<file path="config.mk">
export PLATFORM = sky130hd
export DESIGN_NAME = i2t_motor_overcurrent_watchdog
export DESIGN_NICKNAME = d
export VERILOG_FILES = /design/src/i2t_pkg.sv /design/src/i2t_queue.sv /design/src/i2t_front.sv /design/src/i2t_back.sv /design/src/i2t_motor_overcurrent_watchdog.sv
export SDC_FILE = /design/constraint.sdc
export NUM_CORES = 2
export LEC_CHECK = 0
export BUFFER_PORTS_ARGS = -buffer_cell sky130_fd_sc_hd__buf_2
export CORE_AREA = 2 2 357 359
export CTS_BUF_LIST = sky130_fd_sc_hd__clkbuf_16
export CTS_CLUSTER_DIAMETER = 80
export DETAILED_ROUTE_END_ITERATION = 10
export DIE_AREA = 0 0 359 361
export GPL_ROUTABILITY_DRIVEN = 0
export PLACE_DENSITY = 0.82
export SLEW_MARGIN = 40
export SYNTH_ARGS = -nofsm -noshare
export SYNTH_HDL_FRONTEND = slang
export SYNTH_SLANG_ARGS = --single-unit
</file>
<file path="constraint.sdc">
create_clock -name i_clk -period 12.6 [get_ports i_clk]
set_clock_uncertainty 0.2 [all_clocks]
set_input_delay 2.52 -clock i_clk [delete_from_list [all_inputs] [get_ports i_clk]]
set_output_delay 2.52 -clock i_clk [all_outputs]
set_load 0.05 [all_outputs]
</file>
<file path="src/i2t_pkg.sv">
// shared types and constants of the i2t overcurrent watchdog
package i2t_pkg;

    localparam int REG_SETS      = 4;
    localparam int MOTOR_W       = 2;
    localparam int CUR_W         = 16;
    localparam int CFG_W         = 15;
    localparam int CFG_IDX_W     = 3;
    localparam int SQ_W          = 31;
    localparam int DELTA_W       = 33;
    localparam int THR_W         = 44;
    localparam int ACC_W         = 48;
    localparam int SUM_W         = 50;
    localparam int QUEUE_DEPTH   = 4;
    localparam int QCNT_W        = 3;

    localparam logic [CFG_IDX_W-1:0] CFG_NOMINAL_BASE = 3'd0;
    localparam logic [CFG_IDX_W-1:0] CFG_PEAK_BASE    = 3'd4;

    localparam logic [THR_W-1:0] THR_SCALE = 44'd3000;
    localparam logic [ACC_W-1:0] ACC_MAX   = {ACC_W{1'b1}};

    typedef struct packed {
        logic [MOTOR_W-1:0]        motor;
        logic signed [CUR_W-1:0]   cur;
        logic                      served;
        logic signed [DELTA_W-1:0] delta;
        logic signed [THR_W-1:0]   thr;
        logic                      vvalid;
        logic signed [CUR_W-1:0]   voltage;
    } t_item;

endpackage

</file>
<file path="src/i2t_queue.sv">
// short item queue between the classifying front and the accumulator back
module i2t_queue #(
    parameter int DEPTH = 4
) (
    input  logic                         i_clk,
    input  logic                         i_rst_n,
    input  logic                         i_push,
    input  i2t_pkg::t_item               i_item,
    input  logic                         i_pop,
    output i2t_pkg::t_item               o_head,
    output logic                         o_empty,
    output logic [i2t_pkg::QCNT_W-1:0]   o_count
);
    import i2t_pkg::*;

    localparam int AW = (DEPTH > 1) ? $clog2(DEPTH) : 1;
    localparam logic [AW-1:0] LAST = AW'(DEPTH - 1);

    t_item             r_mem [DEPTH];
    logic [AW-1:0]     r_wr, n_wr;
    logic [AW-1:0]     r_rd, n_rd;
    logic [QCNT_W-1:0] r_cnt, n_cnt;

    always_comb begin
        n_wr  = r_wr;
        n_rd  = r_rd;
        n_cnt = r_cnt;
        if (i_push) begin
            n_wr = (r_wr == LAST) ? '0 : r_wr + 1'b1;
        end
        if (i_pop) begin
            n_rd = (r_rd == LAST) ? '0 : r_rd + 1'b1;
        end
        if (i_push && !i_pop) begin
            n_cnt = r_cnt + 1'b1;
        end else if (!i_push && i_pop) begin
            n_cnt = r_cnt - 1'b1;
        end
    end

    always_ff @(posedge i_clk) begin
        if (!i_rst_n) begin
            r_wr  <= '0;
            r_rd  <= '0;
            r_cnt <= '0;
        end else begin
            r_wr  <= n_wr;
            r_rd  <= n_rd;
            r_cnt <= n_cnt;
        end
    end

    always_ff @(posedge i_clk) begin
        if (i_push) begin
            r_mem[r_wr] <= i_item;
        end
    end

    assign o_head  = r_mem[r_rd];
    assign o_empty = (r_cnt == '0);
    assign o_count = r_cnt;

endmodule

</file>
<file path="src/i2t_front.sv">
// intake: configuration, tick decimator, squares and thresholds
module i2t_front #(
    parameter int SERVED         = 4,
    parameter int VOLTAGE_PERIOD = 500
) (
    input  logic                                i_clk,
    input  logic                                i_rst_n,
    input  logic                                i_cfg_we,
    input  logic [i2t_pkg::CFG_IDX_W-1:0]       i_cfg_index,
    input  logic [i2t_pkg::CFG_W-1:0]           i_cfg_data,
    input  logic                                i_in_valid,
    output logic                                o_in_stall,
    input  logic [i2t_pkg::MOTOR_W-1:0]         i_motor_index,
    input  logic signed [i2t_pkg::CUR_W-1:0]    i_current_sample,
    input  logic signed [i2t_pkg::CUR_W-1:0]    i_supply_voltage,
    input  logic                                i_tick_end,
    input  logic [i2t_pkg::QCNT_W-1:0]          i_queue_count,
    output logic                                o_push,
    output i2t_pkg::t_item                      o_item
);
    import i2t_pkg::*;

    localparam int TW = $clog2(VOLTAGE_PERIOD + 1);

    logic [CFG_W-1:0]        r_nom  [REG_SETS];
    logic [CFG_W-1:0]        r_peak [REG_SETS];
    logic [TW-1:0]           r_tick, n_tick;
    logic signed [CUR_W-1:0] r_volt, n_volt;
    logic                    n_vvalid;

    logic                    r_s1_valid;
    logic [MOTOR_W-1:0]      r_s1_motor;
    logic signed [CUR_W-1:0] r_s1_cur;
    logic                    r_s1_served;
    logic [SQ_W-1:0]         r_s1_cur2;
    logic [SQ_W-1:0]         r_s1_nom2;
    logic [SQ_W-1:0]         r_s1_pk2;
    logic                    r_s1_vvalid;
    logic signed [CUR_W-1:0] r_s1_volt;

    logic                    r_s2_valid;
    t_item                   r_s2_item;

    logic                    accept;
    logic [QCNT_W:0]         inflight;
    logic [TW-1:0]           tick_inc;
    logic signed [2*CUR_W-1:0] cur_sq;
    logic [2*CFG_W-1:0]      nom_sq;
    logic [2*CFG_W-1:0]      pk_sq;
    logic signed [THR_W-1:0] diff;
    t_item                   s2_item;

    assign inflight   = (QCNT_W+1)'(i_queue_count) + (QCNT_W+1)'(r_s1_valid)
                      + (QCNT_W+1)'(r_s2_valid);
    assign o_in_stall = (inflight >= (QCNT_W+1)'(QUEUE_DEPTH));
    assign accept     = i_in_valid && !o_in_stall;

    // configuration registers
    always_ff @(posedge i_clk) begin
        if (!i_rst_n) begin
            for (int k = 0; k < REG_SETS; k++) begin
                r_nom[k]  <= '0;
                r_peak[k] <= '0;
            end
        end else if (i_cfg_we) begin
            if (i_cfg_index < CFG_PEAK_BASE) begin
                r_nom[i_cfg_index[1:0]] <= i_cfg_data;
            end else begin
                r_peak[i_cfg_index[1:0]] <= i_cfg_data;
            end
        end
    end

    // tick decimator
    always_comb begin
        tick_inc = r_tick + 1'b1;
        n_tick   = r_tick;
        n_volt   = r_volt;
        n_vvalid = 1'b0;
        if (i_tick_end) begin
            n_tick = tick_inc;
            if (tick_inc >= TW'(VOLTAGE_PERIOD)) begin
                n_tick   = '0;
                n_volt   = i_supply_voltage;
                n_vvalid = 1'b1;
            end
        end
    end

    always_ff @(posedge i_clk) begin
        if (!i_rst_n) begin
            r_tick <= '0;
            r_volt <= '0;
        end else if (accept) begin
            r_tick <= n_tick;
            r_volt <= n_volt;
        end
    end

    // stage one: squares
    assign cur_sq = i_current_sample * i_current_sample;
    assign nom_sq = r_nom[i_motor_index] * r_nom[i_motor_index];
    assign pk_sq  = r_peak[i_motor_index] * r_peak[i_motor_index];

    always_ff @(posedge i_clk) begin
        if (!i_rst_n) begin
            r_s1_valid <= 1'b0;
        end else begin
            r_s1_valid <= accept;
        end
    end

    always_ff @(posedge i_clk) begin
        if (accept) begin
            r_s1_motor  <= i_motor_index;
            r_s1_cur    <= i_current_sample;
            r_s1_served <= ({1'b0, i_motor_index} < (MOTOR_W+1)'(SERVED));
            r_s1_cur2   <= cur_sq[SQ_W-1:0];
            r_s1_nom2   <= SQ_W'(nom_sq);
            r_s1_pk2    <= SQ_W'(pk_sq);
            r_s1_vvalid <= n_vvalid;
            r_s1_volt   <= n_volt;
        end
    end

    // stage two: energy step and threshold
    always_comb begin
        diff            = $signed(THR_W'(r_s1_pk2)) - $signed(THR_W'(r_s1_nom2));
        s2_item.motor   = r_s1_motor;
        s2_item.cur     = r_s1_cur;
        s2_item.served  = r_s1_served;
        s2_item.delta   = $signed(DELTA_W'(r_s1_cur2)) - $signed(DELTA_W'(r_s1_nom2));
        s2_item.thr     = diff * $signed(THR_SCALE);
        s2_item.vvalid  = r_s1_vvalid;
        s2_item.voltage = r_s1_volt;
    end

    always_ff @(posedge i_clk) begin
        if (!i_rst_n) begin
            r_s2_valid <= 1'b0;
        end else begin
            r_s2_valid <= r_s1_valid;
        end
    end

    always_ff @(posedge i_clk) begin
        if (r_s1_valid) begin
            r_s2_item <= s2_item;
        end
    end

    assign o_push = r_s2_valid;
    assign o_item = r_s2_item;

endmodule

</file>
<file path="src/i2t_back.sv">
// accumulator update, fault hysteresis and result register
module i2t_back #(
    parameter int SERVED = 4
) (
    input  logic                                i_clk,
    input  logic                                i_rst_n,
    input  logic                                i_empty,
    input  i2t_pkg::t_item                      i_head,
    output logic                                o_pop,
    output logic                                o_out_valid,
    input  logic                                i_out_stall,
    output logic [i2t_pkg::MOTOR_W-1:0]         o_motor_echo,
    output logic signed [i2t_pkg::CUR_W-1:0]    o_current_feedback,
    output logic                                o_fault_raise,
    output logic                                o_fault_cleared,
    output logic                                o_voltage_valid,
    output logic signed [i2t_pkg::CUR_W-1:0]    o_published_voltage
);
    import i2t_pkg::*;

    localparam int IW = (SERVED > 1) ? $clog2(SERVED) : 1;

    logic [ACC_W-1:0]        r_acc   [SERVED];
    logic                    r_latch [SERVED];

    logic                    r_out_valid;
    logic [MOTOR_W-1:0]      r_motor;
    logic signed [CUR_W-1:0] r_cur;
    logic                    r_raise, n_raise;
    logic                    r_cleared, n_cleared;
    logic                    r_vvalid;
    logic signed [CUR_W-1:0] r_volt;

    logic [IW-1:0]           idx;
    logic signed [SUM_W-1:0] sum;
    logic [ACC_W-1:0]        n_acc;
    logic                    n_latch;
    logic signed [ACC_W:0]   acc_s;
    logic signed [ACC_W:0]   thr_s;
    logic signed [ACC_W:0]   half_s;

    assign o_pop = !i_empty && (!r_out_valid || !i_out_stall);
    assign idx   = i_head.motor[IW-1:0];

    always_comb begin
        sum       = $signed({2'b00, r_acc[idx]}) + SUM_W'(i_head.delta);
        if (sum < 0) begin
            n_acc = '0;
        end else if (sum > $signed({2'b00, ACC_MAX})) begin
            n_acc = ACC_MAX;
        end else begin
            n_acc = sum[ACC_W-1:0];
        end
        acc_s     = $signed({1'b0, n_acc});
        thr_s     = (ACC_W+1)'(i_head.thr);
        half_s    = (ACC_W+1)'(i_head.thr >>> 1);
        n_latch   = r_latch[idx];
        n_raise   = 1'b0;
        n_cleared = 1'b0;
        if (acc_s > thr_s) begin
            n_latch = 1'b1;
            n_raise = 1'b1;
        end else if (r_latch[idx]) begin
            if (acc_s > half_s) begin
                n_raise = 1'b1;
            end else begin
                n_latch   = 1'b0;
                n_cleared = 1'b1;
            end
        end
        if (!i_head.served) begin
            n_raise   = 1'b0;
            n_cleared = 1'b0;
        end
    end

    always_ff @(posedge i_clk) begin
        if (!i_rst_n) begin
            for (int k = 0; k < SERVED; k++) begin
                r_acc[k]   <= '0;
                r_latch[k] <= 1'b0;
            end
        end else if (o_pop && i_head.served) begin
            r_acc[idx]   <= n_acc;
            r_latch[idx] <= n_latch;
        end
    end

    always_ff @(posedge i_clk) begin
        if (!i_rst_n) begin
            r_out_valid <= 1'b0;
        end else if (o_pop) begin
            r_out_valid <= 1'b1;
        end else if (!i_out_stall) begin
            r_out_valid <= 1'b0;
        end
    end

    always_ff @(posedge i_clk) begin
        if (o_pop) begin
            r_motor   <= i_head.motor;
            r_cur     <= i_head.cur;
            r_raise   <= n_raise;
            r_cleared <= n_cleared;
            r_vvalid  <= i_head.vvalid;
            r_volt    <= i_head.voltage;
        end
    end

    assign o_out_valid         = r_out_valid;
    assign o_motor_echo        = r_motor;
    assign o_current_feedback  = r_cur;
    assign o_fault_raise       = r_raise;
    assign o_fault_cleared     = r_cleared;
    assign o_voltage_valid     = r_vvalid;
    assign o_published_voltage = r_volt;

endmodule

</file>
<file path="src/i2t_motor_overcurrent_watchdog.sv">
// top level of the i2t motor overcurrent watchdog
// Takes one current sample item per clock while o_in_stall is low and returns one
// result item per sample, in order. An item spends two front stages (squares, then
// energy step and threshold), passes a four-entry queue and reaches the output
// register through one accumulator update. The queue depth counted against the front
// stages sets how many items are taken while the output is stalled; with the output
// free the sustained rate is one item per cycle, and the accumulator read-modify-write
// per motor does not hold it back.
module i2t_motor_overcurrent_watchdog #(
    parameter int MOTOR_COUNT    = 4,
    parameter int VOLTAGE_PERIOD = 500
) (
    input  logic                                i_clk,
    input  logic                                i_rst_n,
    input  logic                                i_cfg_we,
    input  logic [i2t_pkg::CFG_IDX_W-1:0]       i_cfg_index,
    input  logic [i2t_pkg::CFG_W-1:0]           i_cfg_data,
    input  logic                                i_in_valid,
    output logic                                o_in_stall,
    input  logic [i2t_pkg::MOTOR_W-1:0]         i_motor_index,
    input  logic signed [i2t_pkg::CUR_W-1:0]    i_current_sample,
    input  logic signed [i2t_pkg::CUR_W-1:0]    i_supply_voltage,
    input  logic                                i_tick_end,
    output logic                                o_out_valid,
    input  logic                                i_out_stall,
    output logic [i2t_pkg::MOTOR_W-1:0]         o_motor_echo,
    output logic signed [i2t_pkg::CUR_W-1:0]    o_current_feedback,
    output logic                                o_fault_raise,
    output logic                                o_fault_cleared,
    output logic                                o_voltage_valid,
    output logic signed [i2t_pkg::CUR_W-1:0]    o_published_voltage
);
    import i2t_pkg::*;

    localparam int SERVED = (MOTOR_COUNT < REG_SETS) ? MOTOR_COUNT : REG_SETS;

    logic              push;
    t_item             push_item;
    logic              pop;
    t_item             head;
    logic              empty;
    logic [QCNT_W-1:0] qcount;

    i2t_front #(
        .SERVED         (SERVED),
        .VOLTAGE_PERIOD (VOLTAGE_PERIOD)
    ) u_front (
        .i_clk            (i_clk),
        .i_rst_n          (i_rst_n),
        .i_cfg_we         (i_cfg_we),
        .i_cfg_index      (i_cfg_index),
        .i_cfg_data       (i_cfg_data),
        .i_in_valid       (i_in_valid),
        .o_in_stall       (o_in_stall),
        .i_motor_index    (i_motor_index),
        .i_current_sample (i_current_sample),
        .i_supply_voltage (i_supply_voltage),
        .i_tick_end       (i_tick_end),
        .i_queue_count    (qcount),
        .o_push           (push),
        .o_item           (push_item)
    );

    i2t_queue #(
        .DEPTH (QUEUE_DEPTH)
    ) u_queue (
        .i_clk   (i_clk),
        .i_rst_n (i_rst_n),
        .i_push  (push),
        .i_item  (push_item),
        .i_pop   (pop),
        .o_head  (head),
        .o_empty (empty),
        .o_count (qcount)
    );

    i2t_back #(
        .SERVED (SERVED)
    ) u_back (
        .i_clk               (i_clk),
        .i_rst_n             (i_rst_n),
        .i_empty             (empty),
        .i_head              (head),
        .o_pop               (pop),
        .o_out_valid         (o_out_valid),
        .i_out_stall         (i_out_stall),
        .o_motor_echo        (o_motor_echo),
        .o_current_feedback  (o_current_feedback),
        .o_fault_raise       (o_fault_raise),
        .o_fault_cleared     (o_fault_cleared),
        .o_voltage_valid     (o_voltage_valid),
        .o_published_voltage (o_published_voltage)
    );

endmodule

</file>
==> impl_metrics.tcl <==
set metrics [dict create \
    fin_crit_ns 9.865 \
    io-pin-count 97 \
    final_util 0.6425 \
    endpoint_kind "flop" \
    drt_pass1_iterations 8 \
    clock_path_buffers 3 \
    drc 0 \
    rows 130 \
    yosysSeqAreaShare 0.4169 \
    nNetsFinal 7429 \
    synthArstFlopShare 0 \
    start_util 0.5965 \
    first_iter_violations 4699 \
    num_vias 47070 \
    worstHoldStart "u_front.r_s1_volt[1]$_DFFE_PP_" \
    gr-total-overflow 0 \
    syn_inst 6062 \
    clock-root-buffer "clkbuf_16" \
    rsz0062_at_grt "false" \
    hold_path.class "flop to flop" \
    post-cts-setup-buffer-count 0 \
    core_sq_mm 0.1254 \
    preCtsSetupSlack_ns 2.003 \
    htreeDepth 3 \
    area_delta_synth_final_pct 7.711 \
    cp.required_ns 12.88 \
    post_drt_wl_per_cell_microns 21.47 \
    slew_violations 0 \
    insertion_delay_ns 0.74 \
    cts_resized 0 \
    clock_sinks 1052 \
    final_common_cell "edfxtp_1" \
    dp_hpwl_mm 118.5 \
    cts_hold_buf 0 \
    antenna_found_initial 3 \
    hold_viol 0 \
    crit_path_start "i_motor_index[0]" \
    die_h_microns 361 \
    syn_nets 7364 \
    wl_met2_mm 84.10 \
    drt_wl_total_mm 168.9 \
    worst_pin_slew_ns 0.8524 \
    numCtsBuffers 103 \
    crit_type "input port to flop" \
    worst-path-max-fanout 21 \
    crit_arrival_ns 10.14 \
    synth_area_sq_mm 0.07481 \
    synth_area_per_cell_sq_um 12.34 \
    die_area_sq_mm 0.1296 \
    n_fill_cell 8721 \
    yosysWarnings 0 \
    grt_pass1_wl_mm 270.8 \
    route.met3.wl_mm 11.37 \
    topRoutingLayerUsed "met5" \
    layout_common_cells "edfxtp_1, inv_1, fa_1, ha_1, a21oi_1" \
    die-width_microns 359 \
    port_buffers 96 \
    clkTransAtPathRegs_ns 0.06 \
    synth_edf_count 1012 \
    tritoncts "built" \
    ant_nets 0 \
    yosysUniqueCellTypes 85 \
    setup_viol 0 \
    relSlewSlack 0.4279 \
    wl_met1_mm 66.30 \
    min_period_over_period 0.7830 \
    final.setup.tns_ns 0 \
    status "finished, final reports clean" \
    maxCapViolCount 0 \
    grt_max_degree 176 \
    final_layout_size_suffix_gt1_frac 0.09833 \
    synthFlopType "edfxtp_1" \
    ys_ff_latch 1052 \
    worst_slack_ns 2.735 \
    fmax_mhz 101.4 \
    grt_pass1_vias 49900 \
    worstSetupStartpointType "input port" \
    vias_per_cell 5.984 \
    grt_util_all_layers 0.2648 \
]
## kinds of logic after synthesis
logic type,count (synthesis),synth area share
fa+ha+maj,1244,0.2746
buf+inv,1156,0.05897
simple gates,1137,0.07507
flops,1052,0.4169
compound gates,968,0.08388
mux,264,0.06229
xor+xnor,240,0.02820
other cells,1,0.00005013
## routing by layer
metal | vias up | track usage
met5 | - | 0
met4 | 4 | 0.1031
met1 | 23430 | 0.3423
met2 | 2005 | 0.4552
li1 | 21180 | -
met3 | 452 | 0.03764
## synth_stat cells, drive strengths merged, types with 71 or more instances
cell type,count,share of area
and2,188,0.016
ha,581,0.097
nor2,303,0.015
clkbuf,130,0.0065
nand2,267,0.013
xnor2,157,0.018
o21ai,149,0.010
fa,663,0.18
inv,958,0.048
nand3,71,0.0048
a21oi,309,0.021
a21o,122,0.012
xor2,83,0.0098
mux4,156,0.047
a211oi,167,0.017
edfxtp,1012,0.41
## path summary, 6_finish.rpt
kind | endpoint | slack [ns] | cells past startpoint
setup reg to reg | u_back.o_fault_cleared$_SDFFCE_PP0P_ | 2.81 | 25
hold / removal | u_front.o_item[1]$_DFFE_PP_ | 0.22 | 0
setup / recovery | u_front.r_s1_nom2[29]$_DFFE_PP_ | 2.73 | 26
hold reg to reg | u_front.o_item[1]$_DFFE_PP_ | 0.22 | 0
## worst max-delay path, stage by stage
cell	delay [ns]
buf_2	0.44
buf_4	0.42
mux2_2	0.38
o21ai_1	0.58
inv_1	0.32
nand2b_1	0.19
fa_1	0.45
inv_1	0.11
fa_1	0.41
fa_1	0.52
inv_1	0.06
fa_1	0.52
inv_1	0.05
fa_1	0.38
fa_1	0.41
ha_1	0.37
a21o_1	0.20
a21o_1	0.16
a21o_1	0.18
a21oi_1	0.23
o21a_1	0.21
a21oi_1	0.09
or3_1	0.39
a31o_2	0.24
a21oi_1	0.18
xnor2_1	0.08
## cell type report
class / instances / area (sq um) / share of cell area
clock inverter: 88 / 755.7 / 0.009379
antenna: 2 / 5.005 / 0.00006211
tap: 1650 / 2064 / 0.02562
clock buffer: 104 / 2603 / 0.03230
timing repair buffer: 156 / 1018 / 0.01264
multi-input combinational: 3854 / 39320 / 0.4880
sequential: 1052 / 31200 / 0.3872
inverter: 960 / 3603 / 0.04472
## metrics by stage
stage                     area [sq um]  cells  hold WS (ns)
final                            80570   7866        0.2189
after global routing             80570   7865        0.2234
after CTS                        80550   7864        0.2194
after detailed placement         77190   7672        0.2056
after global placement           77080   7669        0.2016
after floorplan                  74810   6062        0.2003
## sequential cells by signal (all words and copies together) (netlist names), 2 cells and up, named ones only
signal and cells:
u_queue.r_mem 432, u_back.r_acc 192, u_back.o_published_voltage 16, u_front.r_peak 60, u_front.r_volt 16, u_back.o_motor_echo 2
u_front.r_tick 9, u_queue.r_rd 2, u_queue.r_wr 2, u_back.r_latch 4, u_front.r_nom 60, u_front.r_s1_motor 2
u_front.r_s1_pk2 29, u_front.o_item 108, u_front.r_s1_volt 16, u_front.r_s1_nom2 29, u_front.r_s1_cur2 30, u_back.o_current_feedback 16
u_front.r_s1_cur 15, u_queue.o_count 3
Power is not shown: default switching activity piles up to over one toggle a cycle in this logic, so the estimate is an artifact.
